<file path="config.mk">
export PLATFORM = sky130hd
export DESIGN_NAME = tcbst_back
export DESIGN_NICKNAME = d
export VERILOG_FILES = /design/src/rtl/core/tcbst_pkg.sv /design/src/rtl/core/tcbst_back.sv
export SDC_FILE = /design/constraint.sdc
export NUM_CORES = 2
export LEC_CHECK = 0
export ABC_AREA = 1
export BUFFER_PORTS_ARGS = -buffer_cell sky130_fd_sc_hd__buf_2
export CELL_PAD_IN_SITES_DETAIL_PLACEMENT = 2
export CELL_PAD_IN_SITES_GLOBAL_PLACEMENT = 2
export CORE_UTILIZATION = 38
export CTS_BUF_LIST = sky130_fd_sc_hd__clkbuf_16
export DETAILED_ROUTE_END_ITERATION = 12
export GPL_TIMING_DRIVEN = 0
export PLACE_DENSITY = 0.92
export SYNTH_ARGS = -nofsm -noshare
export SYNTH_HDL_FRONTEND = slang
export SYNTH_SLANG_ARGS = --single-unit
</file>
<file path="constraint.sdc">
create_clock -name clk -period 26.8 [get_ports clk]
set_clock_uncertainty 0.1 [all_clocks]
set_input_delay 5.36 -clock clk [delete_from_list [all_inputs] [get_ports clk]]
set_output_delay 5.36 -clock clk [all_outputs]
set_load 0.03 [all_outputs]
</file>
<file path="src/rtl/core/tcbst_pkg.sv">
// shared types, codes and helpers for the tcb spline tangent block
package tcbst_pkg;

  // one key as held in the window
  typedef struct packed {
    logic [15:0]      frame;
    logic [2:0][31:0] pos;
    logic [2:0][15:0] tcb;
  } key_t;

  // job list bits, also the job codes of the back end
  localparam logic [2:0] J_SH0   = 3'd0;  // short track, own key alone
  localparam logic [2:0] J_SH1   = 3'd1;  // short track, first of two
  localparam logic [2:0] J_SH2   = 3'd2;  // short track, second of two
  localparam logic [2:0] J_FIRST = 3'd3;  // first key end tangent
  localparam logic [2:0] J_MID   = 3'd4;  // interior key
  localparam logic [2:0] J_FIN   = 3'd5;  // last key end tangent
  localparam int         NJOB    = 6;

  // one queued command: the window at the key plus the jobs it causes
  typedef struct packed {
    key_t            p;
    key_t            k;
    key_t            c;
    logic [NJOB-1:0] pend;
  } cmd_t;

  localparam logic signed [17:0] Q14_ONE = 18'sd16384;
  localparam logic signed [79:0] TAN_MAX = 80'sd549755813887;
  localparam logic signed [79:0] TAN_MIN = -80'sd549755813888;

  // saturate to the 40 bit tangent range
  function automatic logic signed [39:0] sat40(input logic signed [79:0] v);
    logic signed [39:0] r;
    if (v > TAN_MAX) begin
      r = TAN_MAX[39:0];
    end else if (v < TAN_MIN) begin
      r = TAN_MIN[39:0];
    end else begin
      r = v[39:0];
    end
    return r;
  endfunction

endpackage

</file>
<file path="src/rtl/core/tcbst_back.sv">
// back end: tangent sequencer with shared multiplier, serial divider, result register
module tcbst_back (
  input  logic                clk,
  input  logic                rst_n,
  input  tcbst_pkg::cmd_t     q_data,
  input  logic                q_empty,
  output logic                q_pop,
  output logic                out_valid,
  input  logic                out_stall,
  output logic [15:0]         out_key_frame,
  output logic signed [31:0]  out_x,
  output logic signed [31:0]  out_y,
  output logic signed [31:0]  out_z,
  output logic signed [39:0]  out_in_tan_x,
  output logic signed [39:0]  out_in_tan_y,
  output logic signed [39:0]  out_in_tan_z,
  output logic signed [39:0]  out_out_tan_x,
  output logic signed [39:0]  out_out_tan_y,
  output logic signed [39:0]  out_out_tan_z,
  output logic                out_short_track,
  output logic                out_last_result
);
  import tcbst_pkg::*;

  localparam logic [3:0] S_IDLE = 4'd0;
  localparam logic [3:0] S_DISP = 4'd1;
  localparam logic [3:0] S_EM1  = 4'd2;
  localparam logic [3:0] S_EM2  = 4'd3;
  localparam logic [3:0] S_ENUM = 4'd4;
  localparam logic [3:0] S_EDIV = 4'd5;
  localparam logic [3:0] S_EM3  = 4'd6;
  localparam logic [3:0] S_EM4  = 4'd7;
  localparam logic [3:0] S_EFIN = 4'd8;
  localparam logic [3:0] S_WM1  = 4'd9;
  localparam logic [3:0] S_WM2  = 4'd10;
  localparam logic [3:0] S_WST  = 4'd11;
  localparam logic [3:0] S_MX1  = 4'd12;
  localparam logic [3:0] S_MX2  = 4'd13;
  localparam logic [3:0] S_MX3  = 4'd14;
  localparam logic [3:0] S_EMIT = 4'd15;

  logic [3:0]              st_r;
  cmd_t                    cmd_r;
  logic [NJOB-1:0]         pend_r, pend_left;
  logic [2:0]              job_r;
  logic [1:0]              ax_r, wi_r;
  logic                    ts_r, endl_r;
  logic [3:0][16:0]        w_r;
  logic signed [51:0]      prod_r, a_r, lo_r;
  logic [55:0]             dvd_r;
  logic [18:0]             rem_r, dd_r;
  logic                    neg_r;
  logic [5:0]              cnt_r;
  logic [2:0][39:0]        tin_r, tout_r;
  logic                    out_ld;

  // operand views
  logic signed [31:0] pp, pk, pc;
  logic signed [32:0] v10, v20, dp, dn;
  logic signed [16:0] f10r, f20r, f10, f20;
  logic signed [15:0] tsel;
  logic signed [17:0] m_s, tm, cm, cp, bm, bp, bsel, csel;
  logic [16:0]        w1, w2;
  logic signed [33:0] mul_a;
  logic signed [17:0] mul_b;

  // end tangent intermediates
  logic signed [53:0] num, numn;
  logic [16:0]        fabs;
  logic signed [55:0] n56;
  logic [18:0]        dd;
  logic [19:0]        rem_sh;
  logic               ge;
  logic signed [56:0] e_val;
  logic signed [79:0] acc80, mix80, rnd80;
  logic signed [52:0] msum;
  logic signed [51:0] wsum;
  logic [39:0]        tres;

  always_comb begin
    pp = $signed(cmd_r.p.pos[ax_r]);
    pk = $signed(cmd_r.k.pos[ax_r]);
    pc = $signed(cmd_r.c.pos[ax_r]);
    dp = {pk[31], pk} - {pp[31], pp};
    dn = {pc[31], pc} - {pk[31], pk};
    // end tangent differences, first or last key
    if (endl_r) begin
      v10  = dn;
      f10r = $signed({1'b0, cmd_r.c.frame}) - $signed({1'b0, cmd_r.k.frame});
      tsel = $signed(cmd_r.c.tcb[0]);
    end else begin
      v10  = dp;
      f10r = $signed({1'b0, cmd_r.k.frame}) - $signed({1'b0, cmd_r.p.frame});
      tsel = $signed(cmd_r.p.tcb[0]);
    end
    v20  = {pc[31], pc} - {pp[31], pp};
    f20r = $signed({1'b0, cmd_r.c.frame}) - $signed({1'b0, cmd_r.p.frame});
    if (f20r == 17'sd0) begin
      f10 = 17'sd0;
      f20 = 17'sd1;
    end else begin
      f10 = f10r;
      f20 = f20r;
    end
    m_s = Q14_ONE - {{2{tsel[15]}}, tsel};
    // interior weight factors
    tm = Q14_ONE - {{2{cmd_r.k.tcb[0][15]}}, cmd_r.k.tcb[0]};
    cm = Q14_ONE - {{2{cmd_r.k.tcb[1][15]}}, cmd_r.k.tcb[1]};
    cp = Q14_ONE + {{2{cmd_r.k.tcb[1][15]}}, cmd_r.k.tcb[1]};
    bm = Q14_ONE - {{2{cmd_r.k.tcb[2][15]}}, cmd_r.k.tcb[2]};
    bp = Q14_ONE + {{2{cmd_r.k.tcb[2][15]}}, cmd_r.k.tcb[2]};
    bsel = (wi_r == 2'd0 || wi_r == 2'd2) ? bp : bm;
    csel = (wi_r == 2'd0 || wi_r == 2'd3) ? cp : cm;
    w1 = ts_r ? w_r[2] : w_r[0];
    w2 = ts_r ? w_r[3] : w_r[1];
    e_val = neg_r ? -$signed({1'b0, dvd_r}) : $signed({1'b0, dvd_r});
  end

  // shared multiplier operand select
  always_comb begin
    mul_a = '0;
    mul_b = '0;
    case (st_r)
      S_EM1: begin
        mul_a = {v10[32], v10};
        mul_b = {f20[16], f20};
      end
      S_EM2: begin
        mul_a = {v20[32], v20};
        mul_b = {f10[16], f10};
      end
      S_EM3: begin
        mul_a = {8'd0, e_val[25:0]};
        mul_b = m_s;
      end
      S_EM4: begin
        mul_a = {{3{e_val[56]}}, e_val[56:26]};
        mul_b = m_s;
      end
      S_WM1: begin
        mul_a = {{16{tm[17]}}, tm};
        mul_b = bsel;
      end
      S_WM2: begin
        mul_a = prod_r[33:0];
        mul_b = csel;
      end
      S_MX1: begin
        mul_a = {dp[32], dp};
        mul_b = $signed({1'b0, w1});
      end
      S_MX2: begin
        mul_a = {dn[32], dn};
        mul_b = $signed({1'b0, w2});
      end
      default: begin
        mul_a = '0;
        mul_b = '0;
      end
    endcase
  end

  always_ff @(posedge clk) begin
    prod_r <= mul_a * mul_b;
  end

  // end tangent numerator, denominator and divider step
  always_comb begin
    num  = ({{2{a_r[51]}}, a_r} <<< 1) + {{2{a_r[51]}}, a_r} - {{2{prod_r[51]}}, prod_r};
    numn = f20[16] ? -num : num;
    fabs = f20[16] ? 17'(-f20) : 17'(f20);
    n56  = ({{2{numn[53]}}, numn} <<< 1) + $signed({38'd0, fabs, 1'b0});
    dd   = {fabs, 2'b00};
    rem_sh = {rem_r, dvd_r[55]};
    ge     = rem_sh >= {1'b0, dd_r};
    acc80 = ({{28{prod_r[51]}}, prod_r} <<< 26) + {{28{lo_r[51]}}, lo_r};
    msum  = {lo_r[51], lo_r} + {prod_r[51], prod_r};
    mix80 = {{27{msum[52]}}, msum};
    rnd80 = ((st_r == S_EFIN ? acc80 : mix80) + 80'sd8192) >>> 14;
    tres  = sat40(rnd80);
    wsum  = prod_r + 52'sd268435456;
  end

  assign q_pop  = (st_r == S_IDLE) && !q_empty;
  assign out_ld = (st_r == S_EMIT) && (!out_valid || !out_stall);

  always_comb begin
    pend_left = pend_r;
    pend_left[job_r] = 1'b0;
  end

  // sequencer
  always_ff @(posedge clk) begin
    if (!rst_n) begin
      st_r <= S_IDLE;
    end else begin
      case (st_r)
        S_IDLE: if (!q_empty) st_r <= S_DISP;
        S_DISP: begin
          if (pend_r[J_SH0] || pend_r[J_SH1] || pend_r[J_SH2]) begin
            st_r <= S_EMIT;
          end else if (pend_r[J_FIRST] || pend_r[J_FIN] && !pend_r[J_MID]) begin
            st_r <= S_EM1;
          end else begin
            st_r <= S_WM1;
          end
        end
        S_EM1:  st_r <= S_EM2;
        S_EM2:  st_r <= S_ENUM;
        S_ENUM: st_r <= S_EDIV;
        S_EDIV: if (cnt_r == 6'd55) st_r <= S_EM3;
        S_EM3:  st_r <= S_EM4;
        S_EM4:  st_r <= S_EFIN;
        S_EFIN: st_r <= (ax_r == 2'd2) ? S_EMIT : S_EM1;
        S_WM1:  st_r <= S_WM2;
        S_WM2:  st_r <= S_WST;
        S_WST:  st_r <= (wi_r == 2'd3) ? S_MX1 : S_WM1;
        S_MX1:  st_r <= S_MX2;
        S_MX2:  st_r <= S_MX3;
        S_MX3:  st_r <= (ax_r == 2'd2 && ts_r) ? S_EMIT : S_MX1;
        S_EMIT: if (out_ld) st_r <= (pend_left != '0) ? S_DISP : S_IDLE;
        default: st_r <= S_IDLE;
      endcase
    end
  end

  // datapath registers
  always_ff @(posedge clk) begin
    case (st_r)
      S_IDLE: begin
        cmd_r  <= q_data;
        pend_r <= q_data.pend;
      end
      S_DISP: begin
        tin_r  <= '0;
        tout_r <= '0;
        ax_r   <= 2'd0;
        ts_r   <= 1'b0;
        wi_r   <= 2'd0;
        if (pend_r[J_SH0]) begin
          job_r <= J_SH0;
        end else if (pend_r[J_SH1]) begin
          job_r <= J_SH1;
        end else if (pend_r[J_SH2]) begin
          job_r <= J_SH2;
        end else if (pend_r[J_FIRST]) begin
          job_r  <= J_FIRST;
          endl_r <= 1'b0;
        end else if (pend_r[J_MID]) begin
          job_r <= J_MID;
        end else begin
          job_r  <= J_FIN;
          endl_r <= 1'b1;
        end
      end
      S_EM2: a_r <= prod_r;
      S_ENUM: begin
        dd_r  <= dd;
        rem_r <= '0;
        cnt_r <= '0;
        neg_r <= n56[55];
        if (n56[55]) begin
          dvd_r <= 56'(-n56 + $signed({37'd0, dd}) - 56'sd1);
        end else begin
          dvd_r <= n56;
        end
      end
      S_EDIV: begin
        rem_r <= ge ? 19'(rem_sh - {1'b0, dd_r}) : rem_sh[18:0];
        dvd_r <= {dvd_r[54:0], ge};
        cnt_r <= cnt_r + 6'd1;
      end
      S_EM4: lo_r <= prod_r;
      S_EFIN: begin
        if (endl_r) begin
          tin_r[ax_r] <= tres;
        end else begin
          tout_r[ax_r] <= tres;
        end
        ax_r <= ax_r + 2'd1;
      end
      S_WST: begin
        w_r[wi_r] <= wsum[45:29];
        wi_r      <= wi_r + 2'd1;
      end
      S_MX2: lo_r <= prod_r;
      S_MX3: begin
        if (ts_r) begin
          tout_r[ax_r] <= tres;
          ax_r         <= ax_r + 2'd1;
        end else begin
          tin_r[ax_r] <= tres;
        end
        ts_r <= ~ts_r;
      end
      S_EMIT: if (out_ld) pend_r <= pend_left;
      default: ;
    endcase
  end

  // result register
  always_ff @(posedge clk) begin
    if (!rst_n) begin
      out_valid <= 1'b0;
    end else if (out_ld) begin
      out_valid <= 1'b1;
    end else if (!out_stall) begin
      out_valid <= 1'b0;
    end
  end

  always_ff @(posedge clk) begin
    if (out_ld) begin
      out_in_tan_x    <= tin_r[0];
      out_in_tan_y    <= tin_r[1];
      out_in_tan_z    <= tin_r[2];
      out_out_tan_x   <= tout_r[0];
      out_out_tan_y   <= tout_r[1];
      out_out_tan_z   <= tout_r[2];
      out_short_track <= (job_r == J_SH0) || (job_r == J_SH1) || (job_r == J_SH2);
      out_last_result <= (job_r == J_SH0) || (job_r == J_SH2) || (job_r == J_FIN);
      case (job_r)
        J_SH0, J_FIN: begin
          out_key_frame <= cmd_r.c.frame;
          out_x <= cmd_r.c.pos[0];
          out_y <= cmd_r.c.pos[1];
          out_z <= cmd_r.c.pos[2];
        end
        J_SH2: begin
          out_key_frame <= cmd_r.c.frame;
          out_x <= cmd_r.k.pos[0];
          out_y <= cmd_r.k.pos[1];
          out_z <= cmd_r.k.pos[2];
        end
        J_FIRST: begin
          out_key_frame <= cmd_r.p.frame;
          out_x <= cmd_r.p.pos[0];
          out_y <= cmd_r.p.pos[1];
          out_z <= cmd_r.p.pos[2];
        end
        default: begin
          out_key_frame <= cmd_r.k.frame;
          out_x <= cmd_r.k.pos[0];
          out_y <= cmd_r.k.pos[1];
          out_z <= cmd_r.k.pos[2];
        end
      endcase
    end
  end

endmodule

</file>
==> metrics.md, run 1 <==
| Metric | Value |
|---|---|
| Syn. warnings | 0 |
| Number of enable flip-flop cells after synthesis | between 1k and 1.5k |
| IO Pins | between 800 and 900 |
| GRT Total Usage | between 70% and 80% |
| IO buf count | a little under 800 |
| Synth Flop Type | edfxtp_1 |
| Synth unique cells | 80 |
| Most frequent cell after synthesis | nand2_1 |
| Grt total ovfl | roughly 160 |
| Asr flop ratio synth | 0% |
| Avg Cell Area, Syn | roughly 8.2 um^2 |
| Err | [ERROR GRT-0232] Routing congestion too high. Check the congestion heatmap in the GUI. |
| Clock Tree Buf Depth | 4 |
| CTS Sinks | 1353 |
| Cells after Synth | around 13k |
| Largest net degree at the start of global routing | 59 |
| GPL Wtd Cong | 1.02 |
| Clock root buffer | clkbuf_16 |
| Synth cell count leaders | nand2_1 (3091), inv_1 (2275), edfxtp_1 (1296), nor2_1 (1172), a21oi_1 (986) |
| Dominant cells by area after synthesis | edfxtp_1 (37%), fa_1 (12%), nand2_1 (11%) |
| DP HPWL | between 500 and 600 mm |
| Synth Register Bits | around 1.4k |
| Setup bufs post-CTS | 0 |
| Width of the chip | 531 um |
| Synthesized cell area | around 0.11 mm^2 |
| CTS Buf Count | 163 |
| Post-synthesis sequential area ratio | a little under two fifths |
| Status | stopped before the end |
| Syn nets | 14.6k |
| Initial core utilization | approximately two fifths |
| PostCTS Resize Cnt | 0 |
| H-tree depth | 4 |
| Hold Buf Count CTS | 0 |
| Initial antenna violation count | 276 |
| Site Rows | roughly 190 |
| Synth area leader | edfxtp_1 |
| Yosys top cell area share | a little over a third |
| Last step reached | global routing (5_1_grt) |
| Chip height | roughly 530 um |
[routing by layer]
layer,global-route usage (%),GRT overflow
met5,56.0,3
met1,69.7,0
met2,83.3,49
met4,71.0,72
met3,67.2,38
[cells by family after synthesis]
| family | synth area share (%) |
|---|---|
| fa+ha+maj | 18.0 |
| simple gates | 21.3 |
| compound gates | 10.9 |
| buf+inv | 9.59 |
| xor+xnor | 2.43 |
| mux | 0.0846 |
| flops | 37.6 |
[stage by stage]
stage	area, um^2	util, %	setup slack (ns)	setup TNS, ns	cells
4_1_cts	122000	43.8	10.34	0	17800
3_5_place_dp	116000	41.9	11.51	0	17500
3_3_place_gp	115000	41.4	-6.32	-1412.75	17400
2_1_floorplan	106000	-	1.60	0	12900
==> inputs of run 2 (changes only) <==
==> config.mk (replaced) <==
export PLATFORM = sky130hd
export DESIGN_NAME = tcbst_back
export DESIGN_NICKNAME = d
export VERILOG_FILES = /design/src/rtl/core/tcbst_pkg.sv /design/src/rtl/core/tcbst_back.sv
export SDC_FILE = /design/constraint.sdc
export NUM_CORES = 2
export LEC_CHECK = 0
export ABC_AREA = 1
export BUFFER_PORTS_ARGS = -buffer_cell sky130_fd_sc_hd__buf_2
export CORE_UTILIZATION = 25
export DETAILED_ROUTE_END_ITERATION = 12
export GPL_TIMING_DRIVEN = 0
export PLACE_DENSITY_LB_ADDON = 0.15
export SYNTH_ARGS = -nofsm -noshare
export SYNTH_HDL_FRONTEND = slang
export SYNTH_SLANG_ARGS = --single-unit
==> run 2 against run 1 <==
  * The flow now finishes, with violations (DRC, capacitance limit, slew limit)
  * Synthesized cell count unchanged
  * Area after synthesis unchanged
==> metrics.md, run 2 <==
| Metric | Value |
|---|---|
| Tmin final | about 15 ns |
| Startpoint class of the critical path | flip-flop |
| Grt total ovfl | 0 |
| Setup bufs post-CTS | 0 (unchanged) |
| Vias in the first global route | 91.8k |
| Slew margin rel. | -6.13% |
| IO Pins | 846 (unchanged) |
| Main combinational cell family by area after synthesis | simple AND/OR/NAND/NOR gates |
| Setup Crit Path Kind | reg2reg |
| Hold WC Path Type | reg2reg |
| R2R cell count | 50 |
| Synth Flop Type | edfxtp_1 |
| Number of DRC markers in iteration 0 | 8073 |
| Worst slack, placed | 11.42 ns (-0.0859 ns) |
| GPL Wtd Cong | 0.957 (-6.2%) |
| Most common cell after layout, fill and taps aside | nand2_1 |
| Yosys top cell area share | 36.6% (unchanged) |
| H-tree depth | 4 (unchanged) |
| First-pass GRT wire length | approximately 680 mm |
| GRT Total Usage | 21.9% |
| Worst Hold Depth | 0 |
| Commonest cells after routing, fill and taps aside | nand2_1 (3090), inv_1 (2275), edfxtp_1 (1296), nor2_1 (1163), a21oi_1 (985) |
| Status | finished, violations left |
| Synth area leader | edfxtp_1 |
| Maxcap violations | 5 |
| Crit path DAT | between 15 and 20 ns |
| XOR/XNOR share of the synthesized area | 2.43% (unchanged) |
| Cells after Synth | 12.9k (unchanged) |
| Syn. warnings | 0 (unchanged) |
| Asr flop ratio synth | 0% (unchanged) |
| Worst path most repeated cell | inv_1 |
| Vias per inst | approximately 4.7 |
| Worst hold slack | 0.311 ns |
| DR pass1 iterations | 13 |
| Synth unique cells | 80 (unchanged) |
| Worst Path Required | roughly 27 ns |
| Worst setup startpoint | ax_r[0] |
| Post-route DRC | between 100 and 150 |
| Count of final setup violators | 0 |
| Nets | ~16k |
| Most frequent cell after synthesis | nand2_1 |
| Reg2reg start | ax_r[0] |
| Finished Layout Cells | approximately 20k |
| Top reg by flops | cmd_r |
| Slowest stage delay, CP | approximately 0.9 ns |
| CTS tree | yes |
| Avg Cell Area, Syn | 8.23 um^2 (unchanged) |
| Slew @ Worst Pin | 1.59 ns |
| CP Capture Type | flip-flop |
| DRT antenna net count | 0 |
| Placed Area | 0.119 mm^2 (+2.2%) |
| IO buf count | 781 (unchanged) |
| Clk_lat worst skew | ~0.95 ns |
| Vias | ~93k |
| Synth Register Bits | 1353 (unchanged) |
| PostCTS Resize Cnt | 0 (unchanged) |
| RSZ-0062 raised after global routing | false |
| Width of the chip | 655 um (+23%) |
| Max-slew violations | 15 |
| RR Endpoint | prod_r[51] |
| Chip height | 655 um (+23%) |
| Share of cells above drive strength 1 | between 10% and 20% |
| CTS Sinks | 1353 (unchanged) |
| Worst setup margin | 11.35 ns |
| Fin crit share | between 50% and 60% |
| Number of enable flip-flop cells after synthesis | 1296 (unchanged) |
| Fill cells | 46.3k |
| Syn nets | 14.6k (unchanged) |
| Max reg flops | between 400 and 500 |
| Post-synthesis sequential area ratio | 37.6% (unchanged) |
| Simple-gate portion of the synthesized area | 21.3% (unchanged) |
| Clock root buffer | clkbuf_16 |
| DP HPWL | 392 mm (-24%) |
| Largest registers | cmd_r: 416 flops, tin_r: 120 flops, tout_r: 120 flops |
| Largest net degree at the start of global routing | 53 |
| Top achievable clock speed | 0.0647 GHz |
| Synth Area in Compound Gates | 10.9% (unchanged) |
| Clock Tree Buf Depth | 4 (unchanged) |
| # placed instances | 19.4k (+11%) |
| Clk pin slew, worst setup/hold paths | about 0.060 ns |
| DIE AREA | 0.428 mm^2 |
| Initial antenna violation count | between 100 and 150 |
| Hold endpoint | out_in_tan_z[1] |
| Mux contribution to synthesized area | 0.0846% (unchanged) |
| Synthesized cell area | 0.106 mm^2 (unchanged) |
| Hold Crit Start | tin_r[81] |
| Area share of fa/ha/maj cells after synthesis | 18.0% (unchanged) |
| Routed WL | around 480 mm |
| Area growth from synthesis to layout | 16.9% |
| Dominant cells by area after synthesis | edfxtp_1 (37%), fa_1 (12%), nand2_1 (11%) |
| Initial core utilization | 25.1% (-13 points) |
| Core area | between 0.4 and 0.5 mm^2 |
| Routed WL per cell | around 24 um |
| Site Rows | 239 (+24%) |
| Layout Cell Area excl Fill | ~0.12 mm^2 |
| Worst-path maximum fanout | 10 |
| R2R Setup Slk | roughly 11 ns |
| CTS Buf Count | 172 (+5.5%) |
| Hold Buf Count CTS | 0 (unchanged) |
| Failing checks | DRC, capacitance limit, slew limit |
| Synth cell count leaders | nand2_1 (3091), inv_1 (2275), edfxtp_1 (1296), nor2_1 (1172), a21oi_1 (986) |
| Hold Vio Cnt, Final | 0 |
| CP max-delay cell | nor3_1 |
run 2: cell counts after synthesis:
No cell type changed its count.
run 2: routing by layer:
layer	up-vias	part of all wire [%]	GRT usage, %
met5	-	0.024	0
met4	20	3.7	7.79
met3	558	5.5	2.75
met2	2897	45	35.2
met1	45800	46	30.0
li1	44100	-	-
run 2: cells by family after synthesis:
| group | count (synthesis) |
|---|---|
| flops | 1353 |
| xor+xnor | 292 |
| compound gates | 2049 |
| mux | 9 |
| fa+ha+maj | 1145 |
| simple gates | 5410 |
| buf+inv | 2681 |
run 2: area by class of cell:
class	count	area (um^2)	area share [%]
clock buffers	211	4550	3.65
plain buffers	340	1420	1.14
flip-flops and latches	1353	40100	32.2
diodes	49	123	0.0985
clock inverters	97	1010	0.808
multi-input cells	8905	56300	45.3
repair buffers	843	5110	4.11
well taps	5663	7090	5.69
inverters	2341	8790	7.06
run 2: critical path, delay by kind of cell, from the launching register on:
family | cells | cell delay (ns)
compound gates | 14 | 3.39
xor+xnor | 1 | 0.46
fa+ha+maj | 9 | 4.50
buf+inv | 13 | 3.65
flops | 1 | 0.54
simple gates | 13 | 2.63
run 2: through the flow:
stage	util, %	setup TNS (ns)
after global placement	27.7	-3252.42
after CTS	29.3	0
after global routing	29.4	0
final	29.4	0
after detailed placement	28.0	0
after floorplan	-	0
run 2: worst max path at each step:
stage | slack [ns] | depth (start not counted) | to
floorplan | 1.60 | 5 | q_pop
global placement | -10.42 | 6 | q_pop
detailed placement | 11.42 | 50 | prod_r[49]
CTS | 11.41 | 52 | prod_r[51]
global route | 10.46 | 52 | prod_r[51]
finish | 11.35 | 50 | prod_r[51]
Power of run 2 is left out: the tool's default activity adds up to more than one toggle a clock period on the data nets, which glitch-free logic cannot reach.
