===== src/rtl/core/tcbst_pkg.sv =====
// shared types, codes and helpers for the tcb spline tangent block
package tcbst_pkg;

  // one key as held in the window
  typedef struct packed {
    logic [15:0]      frame;
    logic [2:0][31:0] pos;
    logic [2:0][15:0] tcb;
  } key_t;

  // job list bits, also the job codes of the back end
  localparam logic [2:0] J_SH0   = 3'd0;  // short track, own key alone
  localparam logic [2:0] J_SH1   = 3'd1;  // short track, first of two
  localparam logic [2:0] J_SH2   = 3'd2;  // short track, second of two
  localparam logic [2:0] J_FIRST = 3'd3;  // first key end tangent
  localparam logic [2:0] J_MID   = 3'd4;  // interior key
  localparam logic [2:0] J_FIN   = 3'd5;  // last key end tangent
  localparam int         NJOB    = 6;

  // one queued command: the window at the key plus the jobs it causes
  typedef struct packed {
    key_t            p;
    key_t            k;
    key_t            c;
    logic [NJOB-1:0] pend;
  } cmd_t;

  localparam logic signed [17:0] Q14_ONE = 18'sd16384;
  localparam logic signed [79:0] TAN_MAX = 80'sd549755813887;
  localparam logic signed [79:0] TAN_MIN = -80'sd549755813888;

  // saturate to the 40 bit tangent range
  function automatic logic signed [39:0] sat40(input logic signed [79:0] v);
    logic signed [39:0] r;
    if (v > TAN_MAX) begin
      r = TAN_MAX[39:0];
    end else if (v < TAN_MIN) begin
      r = TAN_MIN[39:0];
    end else begin
      r = v[39:0];
    end
    return r;
  endfunction

endpackage


===== src/rtl/core/tcbst_queue.sv =====
// two entry command queue between front and back
module tcbst_queue (
  input  logic            clk,
  input  logic            rst_n,
  input  logic            push,
  input  tcbst_pkg::cmd_t wr_data,
  output logic            full,
  input  logic            pop,
  output tcbst_pkg::cmd_t rd_data,
  output logic            empty
);
  import tcbst_pkg::*;

  cmd_t       mem_r [2];
  logic       wp_r, rp_r;
  logic [1:0] cnt_r;

  assign full    = cnt_r == 2'd2;
  assign empty   = cnt_r == 2'd0;
  assign rd_data = mem_r[rp_r];

  // storage
  always_ff @(posedge clk) begin
    if (push) begin
      mem_r[wp_r] <= wr_data;
    end
  end

  // pointers and fill
  always_ff @(posedge clk) begin
    if (!rst_n) begin
      wp_r  <= 1'b0;
      rp_r  <= 1'b0;
      cnt_r <= 2'd0;
    end else begin
      if (push) wp_r <= ~wp_r;
      if (pop)  rp_r <= ~rp_r;
      if (push && !pop) begin
        cnt_r <= cnt_r + 2'd1;
      end else if (pop && !push) begin
        cnt_r <= cnt_r - 2'd1;
      end
    end
  end

endmodule


===== config.mk =====
export PLATFORM = sky130hd
export DESIGN_NAME = tcbst_queue
export DESIGN_NICKNAME = d
export VERILOG_FILES = /design/src/rtl/core/tcbst_pkg.sv /design/src/rtl/core/tcbst_queue.sv
export SDC_FILE = /design/constraint.sdc
export NUM_CORES = 1
export LEC_CHECK = 0
export BUFFER_PORTS_ARGS = -buffer_cell sky130_fd_sc_hd__buf_2
export CORE_AREA = 8 8 379 381
export DETAILED_ROUTE_END_ITERATION = 10
export DIE_AREA = 0 0 387 389
export PLACE_DENSITY = 0.42
export SLEW_MARGIN = 40
export SYNTH_ARGS = -nofsm -noshare
export SYNTH_HDL_FRONTEND = slang
export SYNTH_SLANG_ARGS = --single-unit

===== constraint.sdc =====
create_clock -name clk -period 81.1 [get_ports clk]
set_input_delay 12.165 -clock clk [delete_from_list [all_inputs] [get_ports clk]]
set_output_delay 12.165 -clock clk [all_outputs]
set_load 0.03 [all_outputs]

### Word level (Yosys, flattened, before mapping)

Memory sizes are Yosys's and may differ from the RTL's. A register that Yosys moved wholly into a read port is not among the register bits.
Cells that the tools add are included.

* add/subtract/negate cells: 2
* equality and inequality tests: 1
* multiplexer cells: 6
* bitwise operators: 2
* reductions and logical operators: 6

Operators with widths (number)
* $mux 1: 4
* $mux 2: 2
* $add 2x1->2 const B: 1
* $eq 2x2->1 const B: 1
* $logic_and 1x1->1: 2
* $logic_not 1->1: 2
* $logic_not 2->1: 1
* $not 1->1: 2
* $reduce_bool 2->1: 1
* $sub 2x1->2 const B: 1

* register bits after elaboration: 4
* bits in writable memories: 972
* bits of input ports: 490
* word-level logic and storage cells: 21
* memories: 1

Memories
* mem_r: words 2, width 486, read ports 1, clocked after Yosys merged registers in 1, write ports 1, line tcbst_queue.sv:14 `cmd_t mem_r [2];`

### Longest topological paths before layout

Gate-level depths: netlist (run 1).

* depth in word-level cells: 4
* depth in mapped cells: 5
* depth with buffers taken out: 5

### Least setup slack after synthesis (run 1)

Ideal clock, no wire load.

* kind: input to register
* start: in push
* end: reg wp_r
* data arrival time: 34479 ps
* data required time: 80942 ps
* slack: 46462 ps
* stages: 2
* cells stage by stage: nor2b_1 > o21a_1

RTL lines
* start: declaration: line tcbst_queue.sv:5 `input logic push,`
* end signal: assignment: line tcbst_queue.sv:36 `if (push) wp_r <= ~wp_r;`
* end: declaration: line tcbst_queue.sv:15 `logic wp_r, rp_r;`

==> metrics.yaml, run 1 <==
cts:
  insertion_delay_ns: 0.70
  htreeDepth: 3
  hold_buffers: 0
  clockBufferDepth: 3
  cts_tree: "done"
  cts_sinks: 977
  postCtsSetupBuffers: 0
  clk_pin_slew_ns: 0.06
  clockRootBuffer: "clkbuf_16"
  cts_buffers: 108
  cts_resized: 0
global_route:
  grt_pass1_vias: 20350
  grt_pass1_wl_mm: 144.2
  antenna_found_initial: 80
  grt_overflow: 0
  gr-usage-all-layers_pct: 13.10
  grt_max_degree: 138
layout:
  utilization_pct: 33.23
  drive_above_1_share_pct: 60.94
  nNetsFinal: 3082
  nFillCells: 13300
  area_delta_synth_final_pct: 29.33
power_and_ir_drop:
  ir_worst_vdd_mv: 0.01676
  p_leak_uw: 0.01668
  power_density_nw_per_um2: 26.40
synth:
  netlist_area_sq_um: 35460
  synth_top_family_by_area: "multiplexers"
  yosysTopAreaCell: "edfxtp_1"
  yosysSeqAreaShare_pct: 82.59
  ys_ff_latch: 977
  synth_compound_area_share_pct: 0.05646
  synth_xor_area_share_pct: 0.07410
  synth_most_common_cell: "edfxtp_1"
  syn_avg_cell_area_sq_um: 23.12
  synth-warning-count: 0
  yosysTopAreaCellShare_pct: 82.31
  ys_types: 16
  synthMuxAreaShare_pct: 15.43
  yosys.area_share.adder_pct: 0.03528
  netlist_instances: 1534
  synth_nets: 2025
  synth.area.top_cells: "edfxtp_1 82%, mux2_2 15%, buf_6 1.6%"
  synth.cells.most_frequent: "972 x edfxtp_1, 486 x mux2_2, 50 x buf_6"
  synthSimpleGateAreaFrac_pct: 0.1517
  ys_async_sr_fraction_pct: 0
  synth_ff_type: "edfxtp_1"
  synth_edf_count: 972
sta:
  rsz0062_at_grt: "no"
  drv_slew: 0
  period_needed_ns: 16.20
  holdWs_ns: 0.5198
  setup_viol: 0
  finalClockSkew_ns: 0.03126
  slew_headroom_pct: 46.42
  max_freq_mhz: 61.72
  post-route-period-util_pct: 19.98
  max_slew.worst_pin.slew_ns: 0.8037
  fin_ws_ns: 64.90
  tns_ns: 0
  finalHoldViolCount: 0
place:
  hpwl_mm: 75.69
  finalWeightedCongestion: 0.7633
  io_buffers: 977
  preCtsSetupSlack_ns: 64.55
min_path:
  hold_path_depth: 2
  hp-class: "reg2reg"
setup_path:
  ff2ff_path_depth: 6
  start_kind: "flop"
  path_class: "reg2out"
  critPathMaxFanout: 74
  critPathCaptureType: "output pin"
  cp.required_ns: 68.93
  worstPathArrival_ns: 4.04
detailed_routing:
  dr.pass1.iters: 4
  wire_per_inst_microns: 22.79
  dr.first_iter.drc_count: 863
  remaining_drc_errors: 0
  totalWireLength_mm: 103.2
  via_count: 18740
  ant_nets: 0
  via_per_inst: 4.136
floorplanning:
  num_io_pins: 978
  coreArea_sq_um: 138000
  die_y_microns: 389
  initial_utilization_pct: 25.70
  num_rows: 137
  die_w_microns: 387
  die-area_sq_um: 150500
outcome:
  status: "finished, final reports clean"
job:
  drv_cap: 0
[path summary, 6_finish.rpt]
path,startpoint,end,slack (ns)
worst min-delay path,cnt_r[1],cnt_r[1],0.52
worst max register to register,wp_r,mem_r[0][37],76.91
worst min register to register,cnt_r[1],cnt_r[1],0.52
worst max-delay path,flop,rd_data[343],64.90
[cells in the final DEF, fill, tap and decap left out, types with 2 or more instances in the layout]
master / instances
nor2b_1: 2
buf_6: 12
buf_4: 4
clkinv_4: 2
buf_2: 977
diode_2: 46
dfxtp_1: 4
clkinv_2: 15
xor2_1: 2
inv_6: 3
clkbuf_1: 26
clkbuf_16: 109
clkinv_1: 29
clkinvlp_4: 3
and2_1: 3
mux2_2: 486
inv_16: 2
buf_12: 5
buf_16: 3
clkinv_16: 2
edfxtp_1: 972
bufinv_16: 6
[state kept, by name, summed over array words and instances, names as in the netlist, named ones only]
name	cells
cnt_r	2
wp_r	1
rp_r	1
mem_r	972
[per-stage QoR]
step           cell area (sq um)  instances  total power [uW]
5_1_grt                    45800       4507              1256
3_3_place_gp               42220       4283             759.6
6_report                   45860       4531              1211
4_1_cts                    45650       4482              1233
2_1_floorplan              35460       1534             720.9
3_5_place_dp               42290       4285             762.5
[power breakdown]
| group | switching [uW] | internal, uW | total, uW |
|---|---|---|---|
| clock | 196 | 266 | 462 |
| combinational | 107 | 52.4 | 159 |
| sequential | 5.45 | 585 | 590 |
| total | 308 | 903 | 1210 |
[worst max-delay path: stages, from the launching register on]
cell and delay, ns:
dfxtp_4 0.58, buf_6 0.50, buf_6 0.62, buf_12 0.43
buf_16 0.38, mux2_2 0.42, buf_2 0.20
[metal layers]
metal | GRT usage [%] | vias to the layer above | part of all wire, %
li1 | - | 8354 | -
met1 | 13.64 | 9340 | 36
met2 | 22.82 | 767 | 51
met3 | 5.783 | 239 | 9.4
met4 | 5.885 | 42 | 3.8
met5 | 0 | - | 0.28
[cell type report]
cell class                      instances  area [sq um]  share of cell area [%]
Antenna cell                           46         115.1                  0.2510
Clock buffer                          135          2825                   6.160
Clock inverter                         62         530.5                   1.157
Inverter                                1         3.754                0.008185
Multi-Input combinational cell        502          5595                   12.20
Sequential cell                       977         29290                   63.87
Tap cell                             1807          2261                   4.930
Timing Repair Buffer                 1001          5238                   11.42
[logic make-up (layout without fill, tap and decap cells)]
group           count (synthesis)  in the layout
xor+xnor                        3              3
simple gates                    9              9
other cells                     0             46
compound gates                  3              3
flops                         977            977
fa+ha+maj                       1              1
buf+inv                        55           1199
mux                           486            486
Power figures use the tool's default switching activity.
==> run 2, diff against run 1 <==
--- a/config.mk
+++ b/config.mk
@@ -5,11 +5,12 @@
 export SDC_FILE = /design/constraint.sdc
 export NUM_CORES = 1
 export LEC_CHECK = 0
+export ABC_AREA = 1
 export BUFFER_PORTS_ARGS = -buffer_cell sky130_fd_sc_hd__buf_2
-export CORE_AREA = 8 8 379 381
+export CORE_AREA = 8 8 371 373
 export DETAILED_ROUTE_END_ITERATION = 10
-export DIE_AREA = 0 0 387 389
-export PLACE_DENSITY = 0.42
+export DIE_AREA = 0 0 379 381
+export PLACE_DENSITY = 0.44
 export SLEW_MARGIN = 40
 export SYNTH_ARGS = -nofsm -noshare
 export SYNTH_HDL_FRONTEND = slang
==> constraint.sdc (replaced) <==
create_clock -name clk -period 16.6 [get_ports clk]
set_input_delay 2.49 -clock clk [delete_from_list [all_inputs] [get_ports clk]]
set_output_delay 2.49 -clock clk [all_outputs]
set_load 0.03 [all_outputs]
==> metrics.yaml, run 2 <==
floorplanning:
  num_io_pins: 978  # unchanged
  initial_utilization_pct: 26.85  # was 25.70%
  die_w_microns: 379  # was 387 microns
  die_y_microns: 381  # was 389 microns
  num_rows: 134  # was 137
  coreArea_sq_um: 132100  # was 138000 sq um
  die-area_sq_um: 144400  # was 150500 sq um
synth:
  syn_avg_cell_area_sq_um: 22.93  # was 23.12 sq um
  yosysTopAreaCell: "edfxtp_1"  # unchanged
  synth_nets: 2038  # was 2025
  synth.area.top_cells: "edfxtp_1 82%, mux2_2 15%, buf_6 1.6%"  # unchanged
  synth_edf_count: 972  # unchanged
  synth.cells.most_frequent: "972 x edfxtp_1, 486 x mux2_2, 50 x buf_6"  # unchanged
  netlist_area_sq_um: 35470  # was 35460 sq um
  ys_types: 13  # was 16
  ys_async_sr_fraction_pct: 0  # unchanged
  synth_most_common_cell: "edfxtp_1"  # unchanged
  synth-warning-count: 0  # unchanged
  netlist_instances: 1547  # was 1534
  ys_ff_latch: 977  # unchanged
  yosysTopAreaCellShare_pct: 82.29  # was 82.31%
  yosysSeqAreaShare_pct: 82.57  # was 82.59%
  synth_ff_type: "edfxtp_1"  # unchanged
global_route:
  antenna_found_initial: 81  # was 80
  gr-usage-all-layers_pct: 13.81  # was 13.10%
  grt_max_degree: 147  # was 138
  grt_overflow: 0  # unchanged
  grt_pass1_wl_mm: 143.8  # was 144.2 mm
  grt_pass1_vias: 20310  # was 20350
cts:
  insertion_delay_ns: 0.68  # was 0.70 ns
  clockBufferDepth: 3  # unchanged
  cts_sinks: 977  # unchanged
  cts_resized: 0  # unchanged
  cts_tree: "done"  # unchanged
  htreeDepth: 3  # unchanged
  postCtsSetupBuffers: 0  # unchanged
  clockRootBuffer: "clkbuf_16"  # unchanged
  clk_pin_slew_ns: 0.06  # about the same
  cts_buffers: 107  # was 108
  hold_buffers: 0  # unchanged
place:
  hpwl_mm: 77.80  # was 75.69 mm
  finalWeightedCongestion: 0.8716  # was 0.7633
  io_buffers: 977  # unchanged
setup_path:
  path_class: "reg2out"  # unchanged
  worst_r2r_endpoint: "mem_r[0][222]"  # was mem_r[0][37]
  start_kind: "flop"  # unchanged
  r2r_start: "wp_r"  # unchanged
  r2r_slack_ns: 13.02  # was 76.91 ns
  critPathMaxFanout: 73  # was 74
  critPathCaptureType: "output pin"  # unchanged
  ff2ff_path_depth: 5  # was 6
  cp.required_ns: 14.11  # was 68.93 ns
  worstPathArrival_ns: 4.31  # was 4.04 ns
power_and_ir_drop:
  total_power_uw: 5868  # was 1211 uW
  cellInternalPower_uw: 4423  # was 903.0 uW
  p_leak_uw: 0.01672  # was 0.01668 uW
  power_density_nw_per_um2: 128.1  # was 26.40 nW/um^2
  power_frac_seq_pct: 49.4  # was 48.7%
  pwr-share-comb_pct: 11.7  # was 13.1%
  swShare_pct: 24.62  # was 25.42%
  p_sw_uw: 1445  # was 307.7 uW
  ir_worst_vdd_mv: 0.07728  # was 0.01676 mV
  clockPowerShare_pct: 38.9  # was 38.1%
sta:
  setup_viol: 0  # unchanged
  finalHoldViolCount: 0  # unchanged
  drv_slew: 0  # unchanged
  finalClockSkew_ns: 0.02585  # was 0.03126 ns
  max_slew.worst_pin.slew_ns: 0.7886  # was 0.8037 ns
  post-route-period-util_pct: 40.94
  slew_headroom_pct: 47.30  # was 46.42%
  max_freq_mhz: 147.2
  period_needed_ns: 6.796
  tns_ns: 0  # unchanged
  rsz0062_at_grt: "no"  # unchanged
layout:
  area_delta_synth_final_pct: 29.14  # was 29.33%
  final_common_cell: "buf_2"  # unchanged
  reg_top3: "mem_r: 972 flops, cnt_r: 2 flops"  # unchanged
  largest_register_ffs: 972  # unchanged
  nNetsFinal: 3089  # was 3082
  drive_above_1_share_pct: 60.82  # was 60.94%
  utilization_pct: 34.67  # was 33.23%
  final_cell_mix: "977 x buf_2, 972 x edfxtp_1, 486 x mux2_2"  # unchanged
  largest_register: "mem_r"  # unchanged
min_path:
  hp-class: "reg2reg"  # unchanged
  hold_path_depth: 2  # unchanged
  hold_path.startpoint: "rp_r"  # was cnt_r[1]
  worstHoldEndpoint: "rp_r"  # was cnt_r[1]
outcome:
  status: "finished, final reports clean"  # unchanged
detailed_routing:
  via_per_inst: 4.205  # was 4.136
  dr.first_iter.drc_count: 1045  # was 863
  remaining_drc_errors: 0  # unchanged
  via_count: 18910  # was 18740
  totalWireLength_mm: 105.6  # was 103.2 mm
  dr.pass1.iters: 4  # unchanged
  wire_per_inst_microns: 23.49  # was 22.79 microns
  ant_nets: 0  # unchanged
job:
  drv_cap: 0  # unchanged
run 2: cell count changes after synthesis, moves of 2 or more:
| cell | change |
|---|---|
| nand2_1 | +8 |
| nor2_1 | +8 |
| inv_1 | +7 |
| and2_1 | -4 |
| nor2b_1 | -3 |
| xor2_1 | -2 |
run 2: power groups by stage:
stage | Combinational (uW) | Clock (uW) | Sequential [uW]
detailed placement | 695 | 0 | 2950
CTS | 697 | 2370 | 2900
floorplan | 446 | 0 | 2990
global route | 723 | 2450 | 2910
finish | 685 | 2280 | 2900
global placement | 682 | 0 | 2950
run 2: layout make-up:
type                    count  area, sq um
fillers                 12870        86310
flip-flops and latches    977        29290
diodes                     48        120.1
clock inverters            64        578.1
clock buffers             127         2795
repair buffers            996         5189
well taps                1768         2212
multi-input cells         508         5578
inverters                   8        42.54
run 2: logic make-up (layout without fill, tap and decap cells):
| group | Yosys count | count (layout) | share of synthesized area (%) |
|---|---|---|---|
| AO/OA/AOI/OAI | 2 | 2 | 0.02819 |
| adder cells (fa/ha/maj) | 1 | 1 | 0.03527 |
| buffers and inverters | 62 | 1195 | 1.728 |
| flip-flops | 977 | 977 | 82.57 |
| multiplexers | 486 | 486 | 15.43 |
| other | 0 | 48 | 0 |
| AND/OR/NAND/NOR | 19 | 19 | 0.2116 |
run 2: per-stage QoR:
step	setup slack [ns]	hold WS [ns]	instances	instance area, sq um
floorplan	0.9377	0.4635	1547	35470
global placement	10.16	0.4778	4253	42170
detailed placement	10.28	0.4905	4255	42250
CTS	9.477	0.5212	4446	45620
global route	9.479	0.5383	4476	45760
finish	9.804	0.5132	4496	45810
run 2: layer usage:
layer | GRT usage (%) | routed length (microns)
met1 | 14.05 | 36370
met2 | 24.18 | 54160
met3 | 6.097 | 10870
met4 | 6.468 | 3922
met5 | 0 | 281
run 2: worst max-delay path, stage by stage, from the launching register on:
cell     delay, ns
dfxtp_4       0.75
buf_4         0.73
buf_6         0.64
buf_4         0.70
mux2_2        0.42
buf_2         0.18
run 2: how the worst max path moves through the flow:
stage,from,slack [ns],to
after detailed placement,flop,10.28,rd_data[381]
final,flop,9.80,rd_data[149]
after floorplan,push,0.94,mem_r[0][0]
after CTS,flop,9.48,rd_data[381]
after global routing,flop,9.48,rd_data[225]
after global placement,flop,10.16,rd_data[138]
==> run 3, diff against run 2 <==
==> constraint.sdc (replaced) <==
create_clock -name clk -period 7 [get_ports clk]
set_input_delay 1.05 -clock clk [delete_from_list [all_inputs] [get_ports clk]]
set_output_delay 1.05 -clock clk [all_outputs]
set_load 0.03 [all_outputs]
==> metrics.yaml, run 3 (synthesis gave the netlist of run 2 again) <==
outcome:
  status: "finished, final reports clean"  # unchanged
setup_path:
  worstPathArrival_ns: 2.84  # was 4.31 ns
  r2r_slack_ns: 4.23  # was 13.02 ns
  worst_r2r_endpoint: "mem_r[1][253]"  # was mem_r[0][222]
  cp.required_ns: 5.95  # was 14.11 ns
  start_kind: "flop"  # unchanged
  r2r_start: "wp_r"  # unchanged
  critPathCaptureType: "output pin"  # unchanged
  ff2ff_path_depth: 5  # unchanged
  path_class: "reg2out"  # unchanged
  critPathMaxFanout: 99  # was 73
  crit_end: "rd_data[381]"  # was rd_data[149]
floorplanning:
  die_w_microns: 379  # unchanged
  coreArea_sq_um: 132100  # unchanged
  initial_utilization_pct: 26.85  # unchanged
  num_io_pins: 978  # unchanged
  die_y_microns: 381  # unchanged
  die-area_sq_um: 144400  # unchanged
  num_rows: 134  # unchanged
sta:
  holdWs_ns: 0.4980  # was 0.5132 ns
  period_needed_ns: 3.895
  post-route-period-util_pct: 55.64
  max_freq_mhz: 256.8
  setup_viol: 0  # unchanged
  max_slew.worst_pin.slew_ns: 0.8639  # was 0.7886 ns
  drv_slew: 0  # unchanged
  slew_headroom_pct: 42.41  # was 47.30%
  finalHoldViolCount: 0  # unchanged
  finalClockSkew_ns: 0.01721  # was 0.02585 ns
  rsz0062_at_grt: "no"  # unchanged
  tns_ns: 0  # unchanged
detailed_routing:
  wire_per_inst_microns: 22.66  # was 23.49 microns
  totalWireLength_mm: 101.7  # was 105.6 mm
  via_per_inst: 4.178  # was 4.205
  dr.first_iter.drc_count: 880  # was 1045
  via_count: 18760  # was 18910
  ant_nets: 0  # unchanged
  remaining_drc_errors: 0  # unchanged
  dr.pass1.iters: 4  # unchanged
layout:
  nNetsFinal: 3097  # was 3089
  area_delta_synth_final_pct: 29.03  # was 29.14%
  reg_top3: "mem_r: 972 flops, cnt_r: 2 flops"  # unchanged
  nFillCells: 12840  # was 12870
  multi_input_area_sq_um: 5594  # was 5578 sq um
  largest_register: "mem_r"  # unchanged
  layout.cells.non_filler: 4490  # was 4496
  utilization_pct: 34.64  # was 34.67%
  largest_register_ffs: 972  # unchanged
  seqCellArea_sq_um: 29290  # unchanged
  drive_above_1_share_pct: 60.77  # was 60.82%
  final_common_cell: "buf_2"  # unchanged
  final_cell_mix: "977 x buf_2, 972 x edfxtp_1, 486 x mux2_2"  # unchanged
cts:
  insertion_delay_ns: 0.70  # was 0.68 ns
  cts_tree: "done"  # unchanged
  clk_pin_slew_ns: 0.05  # was 0.06 ns
  cts_resized: 0  # unchanged
  clockRootBuffer: "clkbuf_16"  # unchanged
  clockBufferDepth: 3  # unchanged
  postCtsSetupBuffers: 0  # unchanged
  cts_sinks: 977  # unchanged
  cts_buffers: 105  # was 107
  hold_buffers: 0  # unchanged
  htreeDepth: 3  # unchanged
power_and_ir_drop:
  ir_worst_vdd_mv: 0.1855  # was 0.07728 mV
  power_density_nw_per_um2: 299.0  # was 128.1 nW/um^2
  p_leak_uw: 0.01670  # was 0.01672 uW
place:
  finalWeightedCongestion: 0.8249  # was 0.8716
  hpwl_mm: 75.00  # was 77.80 mm
  post-place-cells: 4265  # was 4255
  io_buffers: 977  # unchanged
global_route:
  grt_overflow: 0  # unchanged
  grt_pass1_vias: 20600  # was 20310
  grt_pass1_wl_mm: 141.8  # was 143.8 mm
  gr-usage-all-layers_pct: 13.41  # was 13.81%
  grt_max_degree: 135  # was 147
  antenna_found_initial: 54  # was 81
job:
  drv_cap: 0  # unchanged
min_path:
  hp-class: "reg2reg"  # unchanged
## run 3: changes by cell type in the layout (fill, tap and decap cells not counted), moves of 2 or more
cell       previous run  this run
diode_2              48        33
clkinv_16             0         3
inv_6                 5         3
clkinv_8              2         0
buf_4                 4        12
clkbuf_1             18        24
clkinv_4              0         2
buf_6                 7         3
clkbuf_16           109       106
buf_12                4        10
bufinv_16             9         4
## run 3: final cells by class
class | instances | area share, %
Antenna cell | 33 | 0.1804
Timing Repair Buffer | 1006 | 11.63
Clock inverter | 60 | 1.039
Tap cell | 1768 | 4.833
Multi-Input combinational cell | 508 | 12.22
Inverter | 8 | 0.1011
Sequential cell | 977 | 64.00
Clock buffer | 130 | 5.992
## run 3: worst max-delay path, stage by stage, from the launching register on
cell and delay [ns]:
dfxtp_4 0.43, buf_12 0.23, buf_12 0.25, buf_16 0.38
mux2_2 0.43, buf_2 0.18
## run 3: metrics by stage
stage	area [sq um]	setup WS [ns]	power, uW
floorplan	35510	-1.803	8089
global placement	42310	3.463	8627
detailed placement	42410	3.351	8661
CTS	45630	3.090	13930
global route	45720	2.978	14210
finish	45770	3.105	13690
## run 3: worst min-delay path by stage
| stage | startpoint | cells after the start | slack (ns) | endpoint |
|---|---|---|---|---|
| 2_1_floorplan | rp_r | 2 | 0.46 | flop |
| 3_3_place_gp | rp_r | 2 | 0.48 | rp_r |
| 3_5_place_dp | rp_r | 2 | 0.49 | rp_r |
| 4_1_cts | wr_data[0] | 1 | 0.43 | mem_r[0][0] |
| 5_1_grt | wr_data[169] | 1 | 0.46 | mem_r[1][169] |
| 6_report | rp_r | 2 | 0.50 | rp_r |
## run 3: metal layers
layer  GRT usage [%]  share of wire [%]  vias up
met2           25.40                 54      676
li1                -                  -     8378
met5               0               0.18        -
met1           13.02                 34     9474
met3           5.088                8.7      203
met4           5.018                3.3       28
## run 3: report_power, final
| group | internal [uW] | switching (uW) |
|---|---|---|
| clock network | 2930 | 2250 |
| registers | 6790 | 69.3 |
| logic | 543 | 1100 |
| total | 10300 | 3430 |
